`config.mk`:
```
export PLATFORM = sky130hd
export DESIGN_NAME = column_block_splitter_unit
export DESIGN_NICKNAME = d
export VERILOG_FILES = /design/src/hdl/cbs_pkg.sv /design/src/hdl/column_block_splitter_unit.sv
export SDC_FILE = /design/constraint.sdc
export NUM_CORES = 2
export LEC_CHECK = 0
export BUFFER_PORTS_ARGS = -buffer_cell sky130_fd_sc_hd__buf_2
export CORE_MARGIN = 1
export CORE_UTILIZATION = 48
export CTS_BUF_LIST = sky130_fd_sc_hd__clkbuf_4
export CTS_CLUSTER_SIZE = 30
export DETAILED_ROUTE_END_ITERATION = 10
export GPL_TIMING_DRIVEN = 0
export PLACE_DENSITY = 0.62
export SYNTH_ARGS = -nofsm -noshare
export SYNTH_HDL_FRONTEND = slang
export SYNTH_SLANG_ARGS = --single-unit
```
`constraint.sdc`:
```
create_clock -name i_clk -period 20.4 [get_ports i_clk]
set_clock_uncertainty 0.05 [all_clocks]
set_input_delay 1.02 -clock i_clk [delete_from_list [all_inputs] [get_ports i_clk]]
set_output_delay 1.02 -clock i_clk [all_outputs]
set_load 0.01 [all_outputs]
```
`src/hdl/cbs_pkg.sv`:
```
package cbs_pkg;

    localparam int COL_W      = 24;
    localparam int WIDTH_W    = COL_W + 1;
    localparam int PROC_W     = 12;
    localparam int CAND_W     = PROC_W + 1;
    localparam int RATIO_W    = 13;
    localparam int FACTOR_W   = 8;
    localparam int CNT_W      = 7;
    localparam int CFG_IDX_W  = 3;
    localparam int CFG_DATA_W = 24;
    localparam int DIV_CNT_W  = 5;

    // configuration register indexes
    localparam logic [CFG_IDX_W-1:0] CFG_RATIO_LIMIT  = 3'd0;
    localparam logic [CFG_IDX_W-1:0] CFG_MIN_COLS_2D  = 3'd1;
    localparam logic [CFG_IDX_W-1:0] CFG_MAX_COLS_2D  = 3'd2;
    localparam logic [CFG_IDX_W-1:0] CFG_MIN_COLS_1D  = 3'd3;
    localparam logic [CFG_IDX_W-1:0] CFG_MAX_COLS_1D  = 3'd4;
    localparam logic [CFG_IDX_W-1:0] CFG_ADAPT_FACTOR = 3'd5;

    // configuration reset values
    localparam logic [RATIO_W-1:0]  RST_RATIO_LIMIT  = 13'd4;
    localparam logic [COL_W-1:0]    RST_MIN_COLS     = 24'd60;
    localparam logic [COL_W-1:0]    RST_MAX_COLS     = 24'd120;
    localparam logic [FACTOR_W-1:0] RST_ADAPT_FACTOR = 8'd4;

    localparam logic [CNT_W-1:0] MIN_SPLIT = 7'd4;

    typedef struct packed {
        logic [COL_W-1:0]  first_col;
        logic [COL_W-1:0]  last_col;
        logic [PROC_W-1:0] first_proc;
        logic [PROC_W-1:0] last_proc;
        logic              final_block;
    } t_in_item;

    typedef struct packed {
        logic [COL_W-1:0] piece_first;
        logic [COL_W-1:0] piece_last;
        logic [CNT_W-1:0] piece_count;
        logic [COL_W-1:0] first_piece_index;
        logic [COL_W-1:0] added_total;
        logic             last_piece;
    } t_out_item;

    typedef enum logic [2:0] {
        S_IDLE,
        S_SETUP,
        S_DIV,
        S_POST,
        S_CAP,
        S_EMIT,
        S_FINISH
    } t_state;

    // what the running division is for
    typedef enum logic [1:0] {
        PH_STEP_SIZE,
        PH_COUNT,
        PH_CHECK,
        PH_PIECE_W
    } t_phase;

endpackage

```
`src/hdl/column_block_splitter_unit.sv`:
```
// column block splitter
//
// input channel: one request per column block (first/last column, first/last
// candidate processor, final-block flag) on i_in_valid / o_in_stall. the block
// takes one request at a time and holds o_in_stall high until the request is
// fully handled, all of its pieces included.
// output channel: one request per piece on o_out_valid / i_out_stall, held in
// an output register; a new block can be taken while the last piece waits.
// config port: i_cfg_we / i_cfg_index / i_cfg_data, written while idle.
//
// planning: every piece count and piece width comes from one shared radix-2
// restoring divider, followed by a post step that uses the quotient. a split
// block needs three divisions (one candidate or zero factor) or four, then
// one piece per cycle while the receiver keeps up, then a closing state. a
// block that is not split closes after setup, up to three divisions, the
// count check and the closing state.
// reset (synchronous, active low) loads the register defaults 4, 60, 120,
// 60, 120, 4 and clears the piece and added-block counters. a stall on the
// output simply holds the current piece and pauses emission.
module column_block_splitter_unit #(
    parameter int MAX_PIECES = 64
) (
    input  logic                              i_clk,
    input  logic                              i_rst_n,
    input  logic                              i_in_valid,
    output logic                              o_in_stall,
    input  cbs_pkg::t_in_item                 i_in_data,
    output logic                              o_out_valid,
    input  logic                              i_out_stall,
    output cbs_pkg::t_out_item                o_out_data,
    input  logic                              i_cfg_we,
    input  logic [cbs_pkg::CFG_IDX_W-1:0]     i_cfg_index,
    input  logic [cbs_pkg::CFG_DATA_W-1:0]    i_cfg_data
);

    localparam int COL_W   = cbs_pkg::COL_W;
    localparam int WIDTH_W = cbs_pkg::WIDTH_W;
    localparam int CNT_W   = cbs_pkg::CNT_W;
    localparam int DCNT_W  = cbs_pkg::DIV_CNT_W;

    // configuration registers
    logic [cbs_pkg::RATIO_W-1:0]  r_ratio_limit;
    logic [COL_W-1:0]             r_min_2d, r_max_2d, r_min_1d, r_max_1d;
    logic [cbs_pkg::FACTOR_W-1:0] r_factor;

    // control state
    cbs_pkg::t_state r_state, n_state;
    cbs_pkg::t_phase r_phase, n_phase;
    logic [DCNT_W-1:0] r_div_cnt, n_div_cnt;
    logic [COL_W-1:0]  r_piece_index, n_piece_index;
    logic [COL_W-1:0]  r_added, n_added;
    logic              r_out_valid, n_out_valid;
    logic [CNT_W-1:0]  r_idx, n_idx;

    // per-block working registers
    logic [COL_W-1:0]              r_fc, n_fc;
    logic [COL_W-1:0]              r_lc, n_lc;
    logic                          r_fin, n_fin;
    logic                          r_ok, n_ok;
    logic [WIDTH_W-1:0]            r_width, n_width;
    logic [cbs_pkg::CAND_W-1:0]    r_cand, n_cand;
    logic                          r_wide, n_wide;
    logic [WIDTH_W-1:0]            r_n, n_n;
    logic [CNT_W-1:0]              r_count, n_count;
    logic [COL_W-1:0]              r_step, n_step;
    logic [COL_W-1:0]              r_cur, n_cur;
    logic [COL_W-1:0]              r_first_idx, n_first_idx;

    // shared divider
    logic [WIDTH_W-1:0] r_rem, n_rem;
    logic [WIDTH_W-1:0] r_quo, n_quo;
    logic [WIDTH_W-1:0] r_divisor, n_divisor;

    cbs_pkg::t_out_item r_out, n_out;

    // combinational helpers
    logic [COL_W-1:0]   lo, hi;
    logic [8:0]         f_eff;
    logic [21:0]        f_cand;
    logic [WIDTH_W:0]   div_trial;
    logic [WIDTH_W:0]   div_diff;
    logic               div_ge;
    logic [WIDTH_W-1:0] s_clamp;
    logic [WIDTH_W-1:0] n_capped;
    logic               out_free;
    logic               is_last;

    assign o_in_stall  = (r_state != cbs_pkg::S_IDLE);
    assign o_out_valid = r_out_valid;
    assign o_out_data  = r_out;

    // bounds of the current block, zero register reads as one
    always_comb begin
        lo = r_wide ? r_min_2d : r_min_1d;
        hi = r_wide ? r_max_2d : r_max_1d;
        if (lo == '0) begin
            lo = COL_W'(1);
        end
        if (hi == '0) begin
            hi = COL_W'(1);
        end
    end

    assign f_eff  = r_wide ? {r_factor, 1'b0} : {1'b0, r_factor};
    assign f_cand = 22'(f_eff) * 22'(r_cand);

    // one restoring step
    assign div_trial = {r_rem, r_quo[WIDTH_W-1]};
    assign div_ge    = div_trial >= {1'b0, r_divisor};
    assign div_diff  = div_trial - {1'b0, r_divisor};

    // clamp: minimum first, then maximum
    always_comb begin
        s_clamp = r_quo;
        if (s_clamp < WIDTH_W'(lo)) begin
            s_clamp = WIDTH_W'(lo);
        end
        if (s_clamp > WIDTH_W'(hi)) begin
            s_clamp = WIDTH_W'(hi);
        end
    end

    assign n_capped = (r_n > WIDTH_W'(MAX_PIECES)) ? WIDTH_W'(MAX_PIECES) : r_n;
    assign out_free = !r_out_valid || !i_out_stall;
    assign is_last  = (r_idx == r_count - CNT_W'(1));

    always_comb begin
        n_state       = r_state;
        n_phase       = r_phase;
        n_div_cnt     = r_div_cnt;
        n_piece_index = r_piece_index;
        n_added       = r_added;
        n_out_valid   = r_out_valid && i_out_stall;
        n_idx         = r_idx;
        n_fc          = r_fc;
        n_lc          = r_lc;
        n_fin         = r_fin;
        n_ok          = r_ok;
        n_width       = r_width;
        n_cand        = r_cand;
        n_wide        = r_wide;
        n_n           = r_n;
        n_count       = r_count;
        n_step        = r_step;
        n_cur         = r_cur;
        n_first_idx   = r_first_idx;
        n_rem         = r_rem;
        n_quo         = r_quo;
        n_divisor     = r_divisor;
        n_out         = r_out;

        unique case (r_state)
            cbs_pkg::S_IDLE: begin
                if (i_in_valid) begin
                    n_fc    = i_in_data.first_col;
                    n_lc    = i_in_data.last_col;
                    n_fin   = i_in_data.final_block;
                    n_ok    = (i_in_data.last_col >= i_in_data.first_col) &&
                              (i_in_data.last_proc >= i_in_data.first_proc);
                    n_width = WIDTH_W'(i_in_data.last_col) -
                              WIDTH_W'(i_in_data.first_col) + WIDTH_W'(1);
                    n_cand  = cbs_pkg::CAND_W'(i_in_data.last_proc) -
                              cbs_pkg::CAND_W'(i_in_data.first_proc) +
                              cbs_pkg::CAND_W'(1);
                    n_wide  = n_cand > r_ratio_limit;
                    n_state = cbs_pkg::S_SETUP;
                end
            end
            cbs_pkg::S_SETUP: begin
                n_rem     = '0;
                n_div_cnt = DCNT_W'(WIDTH_W - 1);
                n_quo     = r_width;
                n_state   = cbs_pkg::S_DIV;
                if (!r_ok) begin
                    n_state = cbs_pkg::S_FINISH;
                end else if (r_cand == cbs_pkg::CAND_W'(1)) begin
                    // single candidate: split only above the maximum of the current bounds
                    n_divisor = WIDTH_W'(hi);
                    n_phase   = cbs_pkg::PH_COUNT;
                    if (r_width <= WIDTH_W'(hi)) begin
                        n_state = cbs_pkg::S_FINISH;
                    end
                end else if (f_eff != '0) begin
                    n_divisor = WIDTH_W'(f_cand);
                    n_phase   = cbs_pkg::PH_STEP_SIZE;
                end else begin
                    // ceiling divide by the minimum width
                    n_quo     = r_width + WIDTH_W'(lo) - WIDTH_W'(1);
                    n_divisor = WIDTH_W'(lo);
                    n_phase   = cbs_pkg::PH_COUNT;
                end
            end
            cbs_pkg::S_DIV: begin
                if (div_ge) begin
                    n_rem = div_diff[WIDTH_W-1:0];
                end else begin
                    n_rem = div_trial[WIDTH_W-1:0];
                end
                n_quo = {r_quo[WIDTH_W-2:0], div_ge};
                if (r_div_cnt == '0) begin
                    n_state = cbs_pkg::S_POST;
                end else begin
                    n_div_cnt = r_div_cnt - DCNT_W'(1);
                end
            end
            cbs_pkg::S_POST: begin
                n_rem     = '0;
                n_div_cnt = DCNT_W'(WIDTH_W - 1);
                unique case (r_phase)
                    cbs_pkg::PH_STEP_SIZE: begin
                        n_quo     = r_width;
                        n_divisor = s_clamp;
                        n_phase   = cbs_pkg::PH_COUNT;
                        n_state   = cbs_pkg::S_DIV;
                    end
                    cbs_pkg::PH_COUNT: begin
                        n_n = r_quo;
                        if (r_quo > WIDTH_W'(1)) begin
                            n_quo     = r_width;
                            n_divisor = r_quo;
                            n_phase   = cbs_pkg::PH_CHECK;
                            n_state   = cbs_pkg::S_DIV;
                        end else begin
                            n_state = cbs_pkg::S_CAP;
                        end
                    end
                    cbs_pkg::PH_CHECK: begin
                        // pieces narrower than the minimum: one fewer
                        if (r_quo < WIDTH_W'(lo)) begin
                            n_n = r_n - WIDTH_W'(1);
                        end
                        n_state = cbs_pkg::S_CAP;
                    end
                    cbs_pkg::PH_PIECE_W: begin
                        n_step        = r_quo[COL_W-1:0];
                        n_first_idx   = r_piece_index;
                        n_added       = r_added + COL_W'(r_count) - COL_W'(1);
                        n_piece_index = r_piece_index + COL_W'(r_count);
                        n_cur         = r_fc;
                        n_idx         = '0;
                        n_state       = cbs_pkg::S_EMIT;
                    end
                    default: begin
                        n_state = cbs_pkg::S_FINISH;
                    end
                endcase
            end
            cbs_pkg::S_CAP: begin
                if (n_capped < WIDTH_W'(cbs_pkg::MIN_SPLIT)) begin
                    n_state = cbs_pkg::S_FINISH;
                end else begin
                    n_count   = n_capped[CNT_W-1:0];
                    n_rem     = '0;
                    n_quo     = r_width;
                    n_divisor = n_capped;
                    n_div_cnt = DCNT_W'(WIDTH_W - 1);
                    n_phase   = cbs_pkg::PH_PIECE_W;
                    n_state   = cbs_pkg::S_DIV;
                end
            end
            cbs_pkg::S_EMIT: begin
                if (out_free) begin
                    n_out.piece_first       = r_cur;
                    n_out.piece_last        = is_last ? r_lc : (r_cur + r_step - COL_W'(1));
                    n_out.piece_count       = r_count;
                    n_out.first_piece_index = r_first_idx;
                    n_out.added_total       = r_added;
                    n_out.last_piece        = is_last;
                    n_out_valid             = 1'b1;
                    n_cur                   = r_cur + r_step;
                    n_idx                   = r_idx + CNT_W'(1);
                    if (is_last) begin
                        n_state = cbs_pkg::S_FINISH;
                    end
                end
            end
            cbs_pkg::S_FINISH: begin
                if (r_fin) begin
                    n_piece_index = '0;
                    n_added       = '0;
                end
                n_state = cbs_pkg::S_IDLE;
            end
            default: begin
                n_state = cbs_pkg::S_IDLE;
            end
        endcase
    end

    // state register
    always_ff @(posedge i_clk) begin
        if (!i_rst_n) begin
            r_state <= cbs_pkg::S_IDLE;
        end else begin
            r_state <= n_state;
        end
    end

    // control registers and configuration
    always_ff @(posedge i_clk) begin
        if (!i_rst_n) begin
            r_phase       <= cbs_pkg::PH_COUNT;
            r_div_cnt     <= '0;
            r_piece_index <= '0;
            r_added       <= '0;
            r_out_valid   <= 1'b0;
            r_idx         <= '0;
            r_ratio_limit <= cbs_pkg::RST_RATIO_LIMIT;
            r_min_2d      <= cbs_pkg::RST_MIN_COLS;
            r_max_2d      <= cbs_pkg::RST_MAX_COLS;
            r_min_1d      <= cbs_pkg::RST_MIN_COLS;
            r_max_1d      <= cbs_pkg::RST_MAX_COLS;
            r_factor      <= cbs_pkg::RST_ADAPT_FACTOR;
        end else begin
            r_phase       <= n_phase;
            r_div_cnt     <= n_div_cnt;
            r_piece_index <= n_piece_index;
            r_added       <= n_added;
            r_out_valid   <= n_out_valid;
            r_idx         <= n_idx;
            if (i_cfg_we) begin
                unique case (i_cfg_index)
                    cbs_pkg::CFG_RATIO_LIMIT:  r_ratio_limit <= i_cfg_data[cbs_pkg::RATIO_W-1:0];
                    cbs_pkg::CFG_MIN_COLS_2D:  r_min_2d      <= i_cfg_data[COL_W-1:0];
                    cbs_pkg::CFG_MAX_COLS_2D:  r_max_2d      <= i_cfg_data[COL_W-1:0];
                    cbs_pkg::CFG_MIN_COLS_1D:  r_min_1d      <= i_cfg_data[COL_W-1:0];
                    cbs_pkg::CFG_MAX_COLS_1D:  r_max_1d      <= i_cfg_data[COL_W-1:0];
                    cbs_pkg::CFG_ADAPT_FACTOR: r_factor      <= i_cfg_data[cbs_pkg::FACTOR_W-1:0];
                    default: begin
                    end
                endcase
            end
        end
    end

    // payload and working registers
    always_ff @(posedge i_clk) begin
        r_fc        <= n_fc;
        r_lc        <= n_lc;
        r_fin       <= n_fin;
        r_ok        <= n_ok;
        r_width     <= n_width;
        r_cand      <= n_cand;
        r_wide      <= n_wide;
        r_n         <= n_n;
        r_count     <= n_count;
        r_step      <= n_step;
        r_cur       <= n_cur;
        r_first_idx <= n_first_idx;
        r_rem       <= n_rem;
        r_quo       <= n_quo;
        r_divisor   <= n_divisor;
        r_out       <= n_out;
    end

endmodule

```
==> results.ini <==
[run_status]
outcome=finished clean

[run]
cap_violations=0

[detailed_routing]
wl_um=108000
final_antenna_net_count=0
viasPerCell=5.62
first_pass_iters=7
num_vias=30315
wl_per_cell_um=20.1
drcViolationCount=0
first_iter_violations=2686

[setup_path]
critPathRequiredTime_ps=20980
r2r-start=r_wide
crit_family=compound AO/OA/AOI/OAI gates
critPathArrivalTime_ps=9240
worst_path_largest_cell_delay_ps=760
cp-startpoint=r_wide
crit_path_start_kind=flop
path_max_fanout=10
path_class=reg2reg
cp-end-kind=flop
cpMaxStageDelayCell=mux2i_1
crit_buf_inv=7

[sta]
clock.fmax_mhz=115
hold_slack_ps=156
period_minus_slack_ps=8660
period_share_pct=42.4
finalSetupViolCount=0
final-hold-violation-count=0
finalSetupTns_ps=0
rsz0062_at_grt=no
maxSlewViolCount=0
slew_headroom_pct=8.07
tightest_slew_ps=1340

[die]
core_area_um2=75900
initial_core_util_pct=48.6
std_cell_rows=101
fp.dieW_um=279
ioPinCount=211
die_area_um2=78000
die_h_um=279

[global_routing]
grt_max_degree=59
grt_pass1_wl_um=166000
first_global_vias=28793
grtUsageTotal_pct=27.7
grt_overflow=0
grt_antenna_before_repair=5

[final_layout]
nNetsFinal=4779
stdcell_count=5390
fillers=7109
final_common_cell=nand2_1
syn2layout_area_growth_pct=12.1
drive_above_1_share_pct=13.0
layout_common_cells=nand2_1 (545), inv_1 (386), edfxtp_1 (372)

[hold_path]
hold_start=i_in_data[43]
hp-class=in2reg

[clock_tree]
post_cts_buffers=0
cts-hold-fix-buffers=0
clock_sinks=555
postCtsResizedCells=0
root_buffer=clkbuf_4
htree_levels=4
clk-insertion-delay-late_ps=1000
path_clk_slew_ps=60
cts_inserted_buffers=150
clock_path_buffers=3
cts_tree=done

[logic_synthesis]
synthCells=3864
synth_fa_ha_area_share_pct=16.9
async_flop_share_pct=0
synth_mux_area_share_pct=3.28
synth_compound_area_share_pct=14.7
synth.avg_cell_area_um2=9.55
synth-simple-area-share_pct=14.8
synth_xor_xnor_area_share_pct=4.57
synth_top_family_by_area=adder cells
synth_edf_count=372
postSynthRegisterBits=555
yosys_warnings=0
synth.distinct_cells=98
synth_fp_nets=4408
synth-main-ff-cell=edfxtp_1
synth.yosys.seq_area_share_pct=40.2
synth_area_um2=36900

[placement]
hpwl_um=82300
dp.cells=5113
portBuffers=209
gp_congestion=1.00

[pwr]
vdd_drop_max_uv=49.2
p_leak_uw=0.0174
p_per_area_nw_per_um2=91.7

==> per-stage QoR <==
step                power, µW  cell area [µm²]  worst slack, ps  util, %
floorplan                2380            36900            12600        -
global placement         2750            39200             8750     51.6
detailed placement       2770            39400            12060     51.9
CTS                      3800            41300            11970     54.4
global route             4020            41300            11420     54.4
finish                   3790            41400            11740     54.4
==> cell type report <==
cell class	count	area, µm²	area share [%]
flip-flops and latches	555	14800	35.9
clock buffers	221	1660	4.01
inverters	389	1460	3.54
well taps	1030	1290	3.12
plain buffers	147	593	1.43
diodes	6	15.0	0.0363
repair buffers	219	1180	2.86
clock inverters	50	288	0.696
multi-input cells	2773	20000	48.4
==> flip-flops by register name, summed over array words and instances, names as in the netlist, 25 cells and up <==
signal      count
o_out_data    104
r_divisor      25
r_n            25
r_quo          25
r_rem          25
r_width        25
==> kinds of logic (layout without fill, tap and decap cells) <==
kind of cell / count (synthesis) / after routing
AND/OR/NAND/NOR: 1182 / 1182
AO/OA/AOI/OAI: 850 / 850
flip-flops: 555 / 555
buffers and inverters: 536 / 1026
adder cells (fa/ha/maj): 439 / 439
XOR/XNOR: 190 / 190
multiplexers: 112 / 112
other: 0 / 6
==> power breakdown <==
part	leakage, µW	internal, µW	switching (µW)
Combinational	0.0114	523	761
Clock	0.00117	527	490
Sequential	0.00487	1360	131
Total	0.0174	2410	1380
==> path summary, 6_finish.rpt <==
path / end / slack (ps) / cells after the start
min: r_lc[18] / 160 / 1
max reg2reg: r_divisor[17] / 11740 / 26
min reg2reg: o_out_data[33] / 340 / 0
max: r_divisor[17] / 11740 / 26
==> routing by layer <==
layer	vias to the layer above	global-route usage, %	routed length, µm
met4	2	11.3	3510
met3	213	5.48	8640
met1	14440	38.1	47700
li1	14482	-	-
met5	-	0	8
met2	1178	42.6	48600
==> cell usage after synthesis (all sizes together), types with 82 or more instances <==
library cell	count	area, µm²
nand2	546	2050
a21oi	274	1370
o21ai	196	992
inv	389	1460
nor2	214	803
xor2	82	726
dfxtp	183	3660
clkbuf	124	465
xnor2	108	961
ha	338	4230
fa	101	2020
edfxtp	372	11200
Power figures use the tool's default switching activity.
